--- src/rtl/core/evt_pkg.sv ---
// shared constants, codes and types for the event flag group
package evt_pkg;

  localparam int WAITERS   = 8;
  localparam int SLOT_W    = 3;
  localparam int FLAG_BITS = 16;
  localparam int TICK_BITS = 16;

  typedef logic [SLOT_W-1:0]    slot_idx_t;
  typedef logic [FLAG_BITS-1:0] flags_t;
  typedef logic [TICK_BITS-1:0] tick_t;
  typedef logic [2:0]           action_t;
  typedef logic [2:0]           kind_t;
  typedef logic [1:0]           mode_t;

  // request actions
  localparam action_t ACT_WAIT  = 3'd0;
  localparam action_t ACT_SET   = 3'd1;
  localparam action_t ACT_CLEAR = 3'd2;
  localparam action_t ACT_TICK  = 3'd3;
  localparam action_t ACT_READ  = 3'd4;

  // result kinds
  localparam kind_t KIND_MATCHED  = 3'd0;
  localparam kind_t KIND_BLOCKED  = 3'd1;
  localparam kind_t KIND_RELEASED = 3'd2;
  localparam kind_t KIND_TIMEOUT  = 3'd3;
  localparam kind_t KIND_STATUS   = 3'd4;
  localparam kind_t KIND_BUSY     = 3'd5;

  // mode bit positions
  localparam int MODE_ALL_BIT = 0;
  localparam int MODE_CLR_BIT = 1;

  // slot table write command
  typedef struct packed {
    logic      park;
    logic      unpark;
    logic      cnt_we;
    slot_idx_t idx;
    flags_t    mask;
    mode_t     mode;
    tick_t     cnt;
  } slot_wr_t;

  // slot table read data
  typedef struct packed {
    logic   busy;
    flags_t mask;
    mode_t  mode;
    tick_t  cnt;
  } slot_rd_t;

endpackage

--- src/rtl/core/evt_match.sv ---
// shared flag match unit: tests one mask and mode against a flag word
module evt_match import evt_pkg::*; (
  input  flags_t flags,
  input  flags_t mask,
  input  mode_t  mode,
  output flags_t hit,
  output logic   ok
);

  flags_t both;

  assign both = flags & mask;

  // all modes need every bit and report the mask, any modes need one bit
  always_comb begin
    if (mode[MODE_ALL_BIT]) begin
      hit = mask;
      ok  = (both == mask);
    end else begin
      hit = both;
      ok  = (both != '0);
    end
  end

endmodule

--- config.mk ---
export PLATFORM = sky130hd
export DESIGN_NAME = evt_match
export DESIGN_NICKNAME = d
export VERILOG_FILES = /design/src/rtl/core/evt_pkg.sv /design/src/rtl/core/evt_match.sv
export SDC_FILE = /design/constraint.sdc
export NUM_CORES = 1
export LEC_CHECK = 0
export BUFFER_PORTS_ARGS = -buffer_cell sky130_fd_sc_hd__buf_2
export CAP_MARGIN = 0
export CORE_AREA = 5 5 42 44
export DETAILED_ROUTE_END_ITERATION = 10
export DIE_AREA = 0 0 47 49
export PLACE_DENSITY = 0.79
export SLEW_MARGIN = 20
export SYNTH_ARGS = -nofsm -noshare
export SYNTH_HDL_FRONTEND = slang
export SYNTH_SLANG_ARGS = --single-unit
export TNS_END_PERCENT = 1
--- constraint.sdc ---
create_clock -name vclk -period 3.45
set_clock_uncertainty 0.15 [all_clocks]
set_input_delay 1.035 -clock vclk [all_inputs]
set_output_delay 1.035 -clock vclk [all_outputs]
set_load 0.005 [all_outputs]
==> results of run 1 <==
worst max-delay path by stage:
| stage | startpoint | slack, ns | cells past startpoint | end |
|---|---|---|---|---|
| after CTS | mask[8] | 0.15 | 6 | ok |
| after global routing | mask[8] | 0.08 | 6 | ok |
| final | mask[8] | 0.18 | 6 | ok |
| after global placement | mask[8] | 0.20 | 6 | ok |
| after floorplan | mask[13] | 0.52 | 4 | ok |
| after detailed placement | mask[8] | 0.17 | 6 | ok |
final cells by class:
type | count | area share [%]
Tap cell | 16 | 2.92
Timing Repair Buffer | 51 | 37.6
Multi-Input combinational cell | 42 | 55.7
Inverter | 7 | 3.83
synthesized netlist by cell type:
cell type / number / area (um^2)
a221oi_1: 4 / 35.0
o22ai_1: 1 / 6.26
nor2b_1: 7 / 43.8
o21a_1: 15 / 113
nor2_1: 2 / 7.51
a22o_2: 1 / 10.0
nor2b_4: 2 / 27.5
a2111oi_4: 3 / 82.6
and4_1: 1 / 8.76
nand4_1: 1 / 6.26
o21ai_0: 1 / 5.00
buf_2: 2 / 10.0
inv_1: 7 / 26.3
a22o_1: 3 / 26.3
a222oi_1: 1 / 10.0
metrics by stage:
| stage | worst slack, ns | util, % |
|---|---|---|
| 2_1_floorplan | 0.519 | - |
| 3_3_place_gp | 0.198 | 48.9 |
| 3_5_place_dp | 0.170 | 48.9 |
| 4_1_cts | 0.151 | 48.9 |
| 5_1_grt | 0.0839 | 48.9 |
| 6_report | 0.182 | 48.9 |
logic make-up after synthesis:
logic type / synth area share (%)
AO/OA/AOI/OAI: 68.9
buffers and inverters: 8.68
AND/OR/NAND/NOR: 22.5
where the power goes:
group	switching [uW]	internal, uW
registers	0	0
logic	38.3	45.8
clock network	0	0
per-layer routing:
metal | track usage [%] | share of wire [%]
met5 | 0 | 0
met4 | 1.84 | 0
met3 | 2.58 | 15
met1 | 15.9 | 38
met2 | 21.7 | 46
==> impl_metrics.yaml, run 1 <==
final_layout:
  fin_nets: 136
  n_fill_cell: 154
  final_area_um2: 686
  layout_common_cells: "buf_2 (50), o21a_1 (15), inv_1 (7), nor2b_1 (7), a221oi_1 (4)"
  final_common_cell: "buf_2"
  drive_gt1_share_pct: 57.0
  n_antenna_cell: 0
  area_growth_pct: 64.1
  design.seq.count: 0
  clock_buffers: 0
  seqCellArea_um2: 0
  final_cells: 116
  multiInputGateArea_um2: 382
status:
  outcome: "finished, final reports clean"
drt:
  first_pass_iters: 4
  drtAntennaViolNets: 0
  drt_iter0_drc: 7
  routed_wl_um: 1440
  drc: 0
  wl_per_cell_um: 12.4
  via_per_inst: 5.18
  via_count: 601
synthesis:
  synth-seq-area-share_pct: 0
  synth_area_per_cell_um2: 8.19
  synthDistinctLibCells: 15
  yosysWarnings: 0
  synthCells: 51
  synth_area_um2: 418
  synth_nets: 85
power:
  static-leakage-power_uw: 0.000355
  total_power_uw: 84.1
  ir_drop_mv: 0.0477
  p_per_area_nw_per_um2: 123
global_routing:
  grt.total_usage_pct: 12.6
  grt_pass1_vias: 606
  antenna_found_initial: 0
  grt_max_degree: 12
  grt.overflow.total: 0
  grt_pass1_wl_um: 2300
cts:
  holdBufCountCts: 0
  cts_resized: 0
  cts_setup_buffers: 0
setup_path:
  max_stage_delay_ns: 0.25
  path_class: "in -> out"
  cp_common_cell: "buf_2"
  cp_data_required_time_ns: 2.26
  cp_slowest_cell: "a22o_2"
  cp.arrival_ns: 2.08
  crit_fanout: 3
  crit_path_end_kind: "primary output"
  cp_top_family: "compound AO/OA/AOI/OAI gates"
  crit_chain: "buf_2 > a22o_2 > a221oi_1 > and4_1 > o22ai_1 > buf_2"
  critPathBufInv: 2
  cp-start-kind: "input pin"
floorplanning:
  die_h_um: 49
  io_pins: 51
  die_area_um2: 2300
  core-area_um2: 1400
  die_x_um: 47
  rows: 14
  initial_core_util_pct: 29.8
sta:
  period_needed_ns: 3.27
  finalCritPeriodShare_pct: 94.7
  worst_pin_slew_ns: 0.333
  hold_ws_ns: 2.21
  drv_slew: 0
  fmax_mhz: 306
  rsz0062_at_grt: "no"
  hold_viol: 0
  setup_violations: 0
  relSlewSlack_pct: 77.8
  finalSetupTns_ns: 0
placement:
  dp_cells: 116
  place.gp.congestion: 0.745
  placed_cell_area_um2: 686
  port-buffer-count: 50
  post-dp-hpwl_um: 1300
flow_run:
  cap_violations: 0
worst_hold_path:
  min_to: "hit[11]"
  holdPathStages: 3
  hold_path.class: "in -> out"
  hp-start: "mask[11]"
Note: power is estimated with default switching activity, not from simulation.
==> inputs of run 2 (changes only) <==
Settings changed: ABC_AREA from default to 1, PLACE_DENSITY 0.79 to 0.78.
==> run 2 against run 1 <==
  * Die area did not move
  * Power fell by 5.8%
  * Synthesized cell count rose by 110%
  * Synthesized area fell by 2.1%
  * Setup slack improved by 0.28 ns
  * Non-clock buffer count fell by 1
  * Critical path depth rose by 2
  * Cell count rose by 47%
  * Global-route usage fell by 0.70 points
  * First-iteration DRC count rose by 86%
  * Largest power group unchanged
  * Combinational power fell by 5.8%
==> impl_metrics.yaml, run 2 <==
final_layout:
  final_area_um2: 674
  drive_gt1_share_pct: 32.5
  fin_nets: 190
  n_antenna_cell: 0
  area_growth_pct: 64.8
  final_common_cell: "nand2_1"
  seqCellArea_um2: 0
  clock_buffers: 0
  final_cells: 170
  layout_common_cells: "nand2_1 (70), buf_2 (50), inv_1 (17)"
  design.seq.count: 0
floorplanning:
  io_pins: 51
  rows: 14
  die_x_um: 47
  initial_core_util_pct: 29.2
  core-area_um2: 1400
  die_area_um2: 2300
  die_h_um: 49
synthesis:
  synth_compound_area_share_pct: 6.73
  synth-seq-area-share_pct: 0
  synthAdderAreaFrac_pct: 0
  yosysTopAreaCellShare_pct: 64.2
  synth_simple_gate_area_share_pct: 76.5
  synthXorXnorAreaFrac_pct: 0
  synth_top_family_by_area: "simple AND/OR/NAND/NOR gates"
  synthDistinctLibCells: 8
  yosysWarnings: 0
  yosysMostFrequentCell: "nand2_1"
  synth_top_cell_by_area: "nand2_1"
  synth.area.top_cells: "nand2_1 (64%), inv_1 (16%), nor2_1 (9.2%)"
  synth_commonest_cells: "nand2_1 (70), inv_1 (17), nor2_1 (10)"
  synth_nets: 139
  synth.mux.area_fraction_pct: 0
  synth_area_um2: 409
  synthCells: 105
  synth_area_per_cell_um2: 3.90
setup_path:
  cp-start-kind: "input pin"
  max_stage_delay_ns: 0.24
  crit_chain: "buf_2 > nand2_1 > nor2_1 > nand2_1 > nor2_1 > nand2_1 > nand2_1 > buf_2"
  cp_slowest_cell: "buf_2"
  critPathBufInv: 2
  cp_top_family: "simple AND/OR/NAND/NOR gates"
  crit_path_end_kind: "primary output"
  cp.arrival_ns: 1.80
  cp_common_cell: "nand2_1"
  path_class: "in -> out"
  cp_data_required_time_ns: 2.26
  crit_fanout: 15
drt:
  drc: 0
  drt_iter0_drc: 13
  routed_wl_um: 1520
  via_per_inst: 4.30
  drtAntennaViolNets: 0
  via_count: 731
  first_pass_iters: 4
  wl_per_cell_um: 8.91
sta:
  setup_violations: 0
  finalCritPeriodShare_pct: 86.6
  hold_ws_ns: 2.20
  hold_viol: 0
  rsz0062_at_grt: "no"
  drv_slew: 0
  period_needed_ns: 2.99
  relSlewSlack_pct: 82.9
  finalSetupTns_ns: 0
  fmax_mhz: 335
  layout_setup_ws_ns: 0.462
  worst_pin_slew_ns: 0.256
cts:
  cts_setup_buffers: 0
  cts_resized: 0
  holdBufCountCts: 0
global_routing:
  grt_max_degree: 16
  grt_pass1_vias: 611
  grt_pass1_wl_um: 2220
  antenna_found_initial: 0
  grt.total_usage_pct: 11.9
  grt.overflow.total: 0
power:
  ir_drop_mv: 0.0454
  static-leakage-power_uw: 0.000521
  p_per_area_nw_per_um2: 118
flow_run:
  cap_violations: 0
placement:
  port-buffer-count: 50
  placed_cell_area_um2: 674
  place.gp.congestion: 0.636
  place_ws_ns: 0.448
  dp_cells: 170
  post-dp-hpwl_um: 1380
worst_hold_path:
  hold_path.class: "in -> out"
status:
  outcome: "finished, final reports clean"
==> run 2: cell types whose count changed after synthesis, moves of 3 or more <==
cell       change
nand2_1       +70
o21a_1        -15
inv_1         +10
nor2_1         +8
nor2b_1        -7
a221oi_1       -4
a2111oi_4      -3
a22o_1         -3
==> run 2: layout make-up <==
class              instances  area (um^2)
fillers                  166          727
repair buffers            50          250
inverters                 17         63.8
multi-input cells         87          340
well taps                 16         20.0
==> run 2: per-layer routing <==
layer | part of all wire [%] | wire, um | global-route usage, % | vias up
met3 | 10 | 151 | 0.738 | 0
met2 | 50 | 758 | 23.8 | 26
met5 | 0 | 0 | 0 | -
met4 | 0 | 0 | 0 | 0
li1 | - | - | - | 410
met1 | 40 | 604 | 13.7 | 295
==> run 2: stage by stage <==
stage,utilization (%),power [uW]
after floorplan,-,35.9
after global placement,48.1,77.4
after detailed placement,48.1,80.0
after CTS,48.1,80.4
after global routing,48.1,90.3
final,48.1,79.2
==> run 2: worst paths after layout <==
| path | startpoint | end | slack [ns] | cells past startpoint |
|---|---|---|---|---|
| max | mode[0] | ok | 0.46 | 8 |
| min | mask[14] | hit[14] | 2.20 | 4 |
==> run 2: power breakdown <==
part	switching [uW]	internal, uW
clock network	0	0
registers	0	0
logic	41.7	37.5
==> run 2: kinds of logic after synthesis <==
family	after synthesis
buffers and inverters	18
AOI/OAI and AO/OA	5
and+or+nand+nor	82
