===== src/rtl/core/evt_pkg.sv =====
// shared constants, codes and types for the event flag group
package evt_pkg;

  localparam int WAITERS   = 8;
  localparam int SLOT_W    = 3;
  localparam int FLAG_BITS = 16;
  localparam int TICK_BITS = 16;

  typedef logic [SLOT_W-1:0]    slot_idx_t;
  typedef logic [FLAG_BITS-1:0] flags_t;
  typedef logic [TICK_BITS-1:0] tick_t;
  typedef logic [2:0]           action_t;
  typedef logic [2:0]           kind_t;
  typedef logic [1:0]           mode_t;

  // request actions
  localparam action_t ACT_WAIT  = 3'd0;
  localparam action_t ACT_SET   = 3'd1;
  localparam action_t ACT_CLEAR = 3'd2;
  localparam action_t ACT_TICK  = 3'd3;
  localparam action_t ACT_READ  = 3'd4;

  // result kinds
  localparam kind_t KIND_MATCHED  = 3'd0;
  localparam kind_t KIND_BLOCKED  = 3'd1;
  localparam kind_t KIND_RELEASED = 3'd2;
  localparam kind_t KIND_TIMEOUT  = 3'd3;
  localparam kind_t KIND_STATUS   = 3'd4;
  localparam kind_t KIND_BUSY     = 3'd5;

  // mode bit positions
  localparam int MODE_ALL_BIT = 0;
  localparam int MODE_CLR_BIT = 1;

  // slot table write command
  typedef struct packed {
    logic      park;
    logic      unpark;
    logic      cnt_we;
    slot_idx_t idx;
    flags_t    mask;
    mode_t     mode;
    tick_t     cnt;
  } slot_wr_t;

  // slot table read data
  typedef struct packed {
    logic   busy;
    flags_t mask;
    mode_t  mode;
    tick_t  cnt;
  } slot_rd_t;

endpackage


===== src/rtl/core/evt_slots.sv =====
// waiter slot table: busy bits, masks, modes and tick countdowns
module evt_slots import evt_pkg::*; (
  input  logic                 clk,
  input  logic                 rst_n,
  input  slot_wr_t             wr,
  input  slot_idx_t            rd_idx,
  output slot_rd_t             rd,
  output logic [WAITERS-1:0]   busy_vec
);

  logic [WAITERS-1:0] busy_r;
  flags_t             mask_r [WAITERS];
  mode_t              mode_r [WAITERS];
  tick_t              cnt_r  [WAITERS];

  // busy bits
  always_ff @(posedge clk) begin
    if (!rst_n) begin
      busy_r <= '0;
    end else if (wr.park) begin
      busy_r[wr.idx] <= 1'b1;
    end else if (wr.unpark) begin
      busy_r[wr.idx] <= 1'b0;
    end
  end

  // slot payload, written on park and on countdown update
  always_ff @(posedge clk) begin
    if (wr.park) begin
      mask_r[wr.idx] <= wr.mask;
      mode_r[wr.idx] <= wr.mode;
    end
    if (wr.park || wr.cnt_we) begin
      cnt_r[wr.idx] <= wr.cnt;
    end
  end

  // single read port at the sequencer index
  always_comb begin
    rd.busy = busy_r[rd_idx];
    rd.mask = mask_r[rd_idx];
    rd.mode = mode_r[rd_idx];
    rd.cnt  = cnt_r[rd_idx];
  end

  assign busy_vec = busy_r;

endmodule


===== config.mk =====
export PLATFORM = sky130hd
export DESIGN_NAME = evt_slots
export DESIGN_NICKNAME = d
export VERILOG_FILES = /design/src/rtl/core/evt_pkg.sv /design/src/rtl/core/evt_slots.sv
export SDC_FILE = /design/constraint.sdc
export NUM_CORES = 1
export LEC_CHECK = 0
export BUFFER_PORTS_ARGS = -buffer_cell sky130_fd_sc_hd__buf_2
export CAP_MARGIN = 10
export CORE_AREA = 2 2 169 171
export DETAILED_ROUTE_END_ITERATION = 8
export DIE_AREA = 0 0 171 173
export GPL_ROUTABILITY_DRIVEN = 0
export PLACE_DENSITY = 0.6
export SLEW_MARGIN = 20
export SYNTH_ARGS = -nofsm -noshare
export SYNTH_HDL_FRONTEND = slang
export SYNTH_SLANG_ARGS = --single-unit

===== constraint.sdc =====
create_clock -name clk -period 2.1 [get_ports clk]
set_input_delay 0.105 -clock clk [delete_from_list [all_inputs] [get_ports clk]]
set_output_delay 0.105 -clock clk [all_outputs]
set_load 0.05 [all_outputs]

==> flow_summary.ini, run 1 <==
[synth]
synth_edf_count = 272
synth_nets = 494
syn_area_sq_um = 10940
synth_seq_area_share = 0.7615
yosys.area.top_type_share = 0.7468
async_flop_share = 0
syn_area_per_cell_sq_um = 24.36
synthesis.instances = 449
synth_most_common_cell = edfxtp_1
yosysWarningCount = 0
synth.area.top_cells = edfxtp_1 75%, mux4_1 16%, mux2_2 3.6%
synth_cell_type_count = 17
yosysTopAreaCell = edfxtp_1
ys.flop_type = edfxtp_1
yosys-top-cells-count = 272 x edfxtp_1, 67 x mux4_1, 35 x mux2_2
ys_ff_latch = 280

[timing]
fmax_mhz = 492.0
final.setup.worst_slack_ns = 0.06732
fin_setup_tns_ns = 0
tightest_slew_ns = 0.4407
hold_violations = 0
finalClockSkew_ns = 0
setup_viol = 0
rsz0062_at_grt = no
period_share = 0.9679
fin_crit_ns = 2.033
relSlewSlack = 0.7031
slew_violations = 0

[worst_hold_path]
worstHoldStart = wr[35]
hold_class = primary input to register
holdPathStages = 4

[power_and_ir_drop]
power.clock.fraction = 0.371
p_total_mw = 11.84
swShare = 0.2207
leakage_nw = 4.534
peakVddDrop_uv = 386.5
netSwitchingPower_mw = 2.612
comb_power_share = 0.089
power.density_nw_per_um2 = 899.9
sequentialPowerShare = 0.540
intPower_mw = 9.223

[worst_setup_path]
slowest_delay_ns = 0.51
crit_type = register to output pin
timing.critical_path.max_delay_family = multiplexers
path_max_fanout = 1
cp-end-kind = output pin
critPathSlowestCell = mux4_1
crit_cells = 3
worstSetupStartpoint = mode_r[1][0]
crit_required_ns = 2.00
reg2regPathDepth = 2
critPathBufInv = 1
arrival_ns = 1.93
start_kind = register
cp_cell_sequence = mux4_1 -> mux2_2 -> buf_2

[grt]
grt_first_pass_wirelength_um = 32350
grt_usage = 0.1474
antenna_found_initial = 3
grt_start_max_net_pins = 36
grt_pass1_vias = 5470
overflow = 0

[drt]
postRouteAntennaNets = 0
detail_route.vias_per_cell = 5.035
wl_per_cell_um = 21.53
vias = 5040
firstDrtPassIters = 4
drt_iter0_drc = 279
routed_wl_um = 21560
drc_errors = 0

[floorplanning]
dieArea_sq_um = 29580
die_h_um = 173
num_io_pins = 88
row_count = 61
core-area_sq_um = 27630
fp.dieW_um = 171
start_util = 0.3958

[flow_run]
cap_violations = 0

[clocking]
root_buffer = clkbuf_16
clk_path_buf_depth = 3
cts_sinks = 280
post_cts_resized = 0
clk_latency_ns = 0.52
cts_hold_buf = 35
cts_made_buffers = 27
path_clk_slew_ns = 0.06
post_cts_buffers = 0
cts_tree = yes
ctsHtreeMaxLevel = 1

[run_status]
status = complete, no violations

[place]
portBuffers = 87
hpwl_um = 12500
place_area_sq_um = 11990
preCtsSetupSlack_ns = 0.3681

[cells_and_area]
syn_to_final_growth_pct = 20.26
fin_nets = 646
final_cell_area_sq_um = 13150
drive_gt1_frac = 0.3188
[per-layer routing]
metal  up-vias  track usage  share of wire
li1       2277            -              -
met1      2616       0.1906           0.43
met2       114       0.2507           0.50
met3        31      0.03204          0.057
met4         2      0.04202          0.021
met5         -            0        0.00060
[power groups by stage]
stage	clock network (mW)	logic, mW	registers [mW]
6_report	4.39	1.06	6.39
5_1_grt	4.73	1.12	6.41
4_1_cts	4.51	1.08	6.39
3_5_place_dp	0	1.02	6.51
3_3_place_gp	0	1.00	6.50
2_1_floorplan	0	0.674	6.51
[worst reg2reg max path, delay by kind of cell (launching register included)]
family	cells	cell delay (ns)
AO/OA/AOI/OAI	2	0.26
flip-flops	1	0.33
[stage by stage]
stage / hold WS (ns) / util / std cells
floorplan: 0.2039 / - / 449
global placement: 0.3577 / 0.4339 / 915
finish: 0.08331 / 0.4760 / 1001
global route: 0.08177 / 0.4759 / 999
detailed placement: 0.3713 / 0.4339 / 915
CTS: 0.05365 / 0.4759 / 999
[final timing paths]
path	end	slack [ns]
worst min-delay path	register	0.08
worst max register to register	register	1.40
worst max-delay path	rd[16]	0.07
worst min register to register	register	0.60
[layout make-up]
cell class	instances	area, sq um
Tap cell	378	473.0
Timing Repair Buffer	146	1044
Fill cell	2320	14480
Sequential cell	280	8328
Multi-Input combinational cell	146	2494
Clock inverter	18	118.9
Antenna cell	2	5.005
Clock buffer	31	690.7
[placed cells by master (no fill, tap or decap), types with 3 or more instances in the layout]
| cell type | netlist | layout |
|---|---|---|
| buf_12 | 0 | 6 |
| buf_2 | 3 | 86 |
| buf_4 | 0 | 19 |
| clkbuf_1 | 11 | 4 |
| clkbuf_16 | 0 | 27 |
| clkinv_1 | 0 | 6 |
| clkinv_2 | 0 | 7 |
| clkinvlp_4 | 0 | 3 |
| dfxtp_1 | 8 | 8 |
| dlygate4sd3_1 | 0 | 35 |
| edfxtp_1 | 272 | 272 |
| mux2_2 | 35 | 35 |
| mux4_1 | 67 | 67 |
| mux4_2 | 3 | 3 |
| nand2_1 | 3 | 3 |
| nand2b_1 | 4 | 4 |
| nor2_1 | 12 | 6 |
| nor2_2 | 0 | 6 |
| nor3_2 | 0 | 4 |
| o21a_1 | 14 | 14 |
[kinds of logic (layout without fill, tap and decap cells)]
kind of cell,count (synthesis),count (layout),share of synthesized area
other cells,0,2,0
compound gates,18,18,0.01236
buf+inv,23,195,0.01373
mux,105,105,0.2032
simple gates,23,23,0.009266
flops,280,280,0.7615
[registers in the layout, indices dropped and copies added, names as in the netlist, named ones only]
register / flops
cnt_r: 128
mask_r: 128
mode_r: 16
Note: power is estimated with default switching activity, not from simulation.
==> run 2: changes to the inputs <==
--- a/config.mk
+++ b/config.mk
@@ -8,6 +8,7 @@
 export BUFFER_PORTS_ARGS = -buffer_cell sky130_fd_sc_hd__buf_2
 export CAP_MARGIN = 10
 export CORE_AREA = 2 2 169 171
+export CTS_CLUSTER_DIAMETER = 30
 export DETAILED_ROUTE_END_ITERATION = 8
 export DIE_AREA = 0 0 171 173
 export GPL_ROUTABILITY_DRIVEN = 0
==> constraint.sdc (replaced) <==
create_clock -name clk -period 2.1 [get_ports clk]
set_input_delay 0.21 -clock clk [delete_from_list [all_inputs] [get_ports clk]]
set_output_delay 0.21 -clock clk [all_outputs]
set_load 0.05 [all_outputs]
==> run 2 against run 1 <==
Compared with the run above: global-route usage up 0.47 points; maximum frequency down 2.1%; routed wire length up 3.3%; via count up 1.9%; sequential share of layout area down 3.5 points; combinational power up 10%; critical path type unchanged.
==> flow_summary.ini, run 2 (same netlist as run 1, synthesis figures left out) <==
[run_status]
status = complete, no violations

[worst_setup_path]
crit_required_ns = 1.89
reg2regPathDepth = 2
cp-end-kind = output pin
worstSetupEndpoint = rd[33]
r2r_slack_ns = 1.37
path_max_fanout = 1
arrival_ns = 1.87
worstSetupStartpoint = mask_r[4][15]
start_kind = register
crit_type = register to output pin

[timing]
hold_violations = 0
finalClockSkew_ns = 0
slew_violations = 0
relSlewSlack = 0.6976
tightest_slew_ns = 0.4488
setup_viol = 0
fmax_mhz = 481.5
period_share = 0.9891
rsz0062_at_grt = yes
fin_crit_ns = 2.077

[floorplanning]
fp.dieW_um = 171
row_count = 61
die_h_um = 173
num_io_pins = 88
core-area_sq_um = 27630
dieArea_sq_um = 29580
start_util = 0.3958

[drt]
firstDrtPassIters = 5
drc_errors = 0
routed_wl_um = 22260
vias = 5134
drt_iter0_drc = 244
postRouteAntennaNets = 0
detail_route.vias_per_cell = 4.999
wl_per_cell_um = 21.68

[power_and_ir_drop]
p_total_mw = 14.59
leakage_nw = 4.867
peakVddDrop_uv = 490.2
power.density_nw_per_um2 = 1047

[worst_hold_path]
hold_class = primary input to register

[clocking]
clk_path_buf_depth = 3
root_buffer = clkbuf_16
clk_latency_ns = 0.50
post_cts_buffers = 0
ctsHtreeMaxLevel = 2
cts_tree = yes
path_clk_slew_ns = 0.05
cts_sinks = 280
cts_made_buffers = 41

[grt]
grt_start_max_net_pins = 41
grt_first_pass_wirelength_um = 33340
grt_usage = 0.1520
overflow = 0
grt_pass1_vias = 5532
antenna_found_initial = 3

[cells_and_area]
fillers = 2209
fin_nets = 662
mostFrequentLayoutCells = 272 x edfxtp_1, 52 x buf_2, 51 x mux4_1
final_cell_area_sq_um = 13930
final_common_cell = edfxtp_1
syn_to_final_growth_pct = 27.40
drive_gt1_frac = 0.3787
reg.largest.list = cnt_r: 128 flops, mask_r: 128 flops, mode_r: 16 flops

[flow_run]
cap_violations = 0

[place]
portBuffers = 87
place_area_sq_um = 11980
hpwl_um = 12670
-- run 2: changes by cell type in the layout (fill, tap and decap cells not counted), moves of 12 or more --
cell,change
mux4_1,-16
clkbuf_16,+16
mux4_2,+16
buf_2,-34
buf_4,+12
buf_6,+26
-- run 2: layer usage --
layer	vias up	wire length, um	global-route usage	share of wire
met5	-	16	0	0.00072
met4	2	368	0.04379	0.017
li1	2305	-	-	-
met2	110	11470	0.2602	0.52
met1	2690	9223	0.1910	0.41
met3	27	1187	0.03868	0.053
-- run 2: report_power, final --
group	total, mW	internal, mW	switching (mW)
clock network	7.02	4.61	2.40
logic	1.17	0.487	0.680
registers	6.40	6.36	0.0471
total	14.6	11.5	3.13
-- run 2: stage by stage --
step           setup slack, ns  std cells  hold WS, ns   TNS, ns  utilization
6_report               0.02294       1027       0.1941         0       0.5043
5_1_grt               -0.02676       1025       0.2079  -0.05027       0.5041
4_1_cts             0.00002354       1025       0.1833         0       0.5016
3_5_place_dp            0.1390        917       0.4805         0       0.4335
3_3_place_gp            0.1479        917       0.4624         0       0.4335
2_1_floorplan         -0.07441        449       0.3089    -2.678            -
-- run 2: worst max-delay path, cell delays in order (launching register included) --
cell and delay, ns:
edfxtp_1 0.36, mux4_1 0.50, mux2_2 0.32, buf_6 0.16
-- run 2: how the worst min path moves through the flow --
stage | from | to | depth (start not counted)
2_1_floorplan | wr[0] | cnt_r[0][0] | 0
3_3_place_gp | wr[6] | cnt_r[7][6] | 1
3_5_place_dp | wr[7] | cnt_r[6][7] | 1
4_1_cts | wr[36] | register | 3
5_1_grt | wr[34] | register | 3
6_report | wr[35] | register | 4
-- run 2: layout make-up --
cell class / instances / area (sq um) / area share
sequential: 280 / 8328 / 0.5977
clock inverter: 29 / 367.9 / 0.02640
timing repair buffer: 148 / 1216 / 0.08728
antenna: 2 / 5.005 / 0.0003592
clock buffer: 44 / 1080 / 0.07750
tap: 378 / 473.0 / 0.03394
multi-input combinational: 146 / 2464 / 0.1768
-- run 2: timing repair --
action                     in CTS  in global routing
hold buffers                   35                  0
hold endpoints to repair      277                  0
resized for setup              38                 57
setup endpoints to repair      23                 31
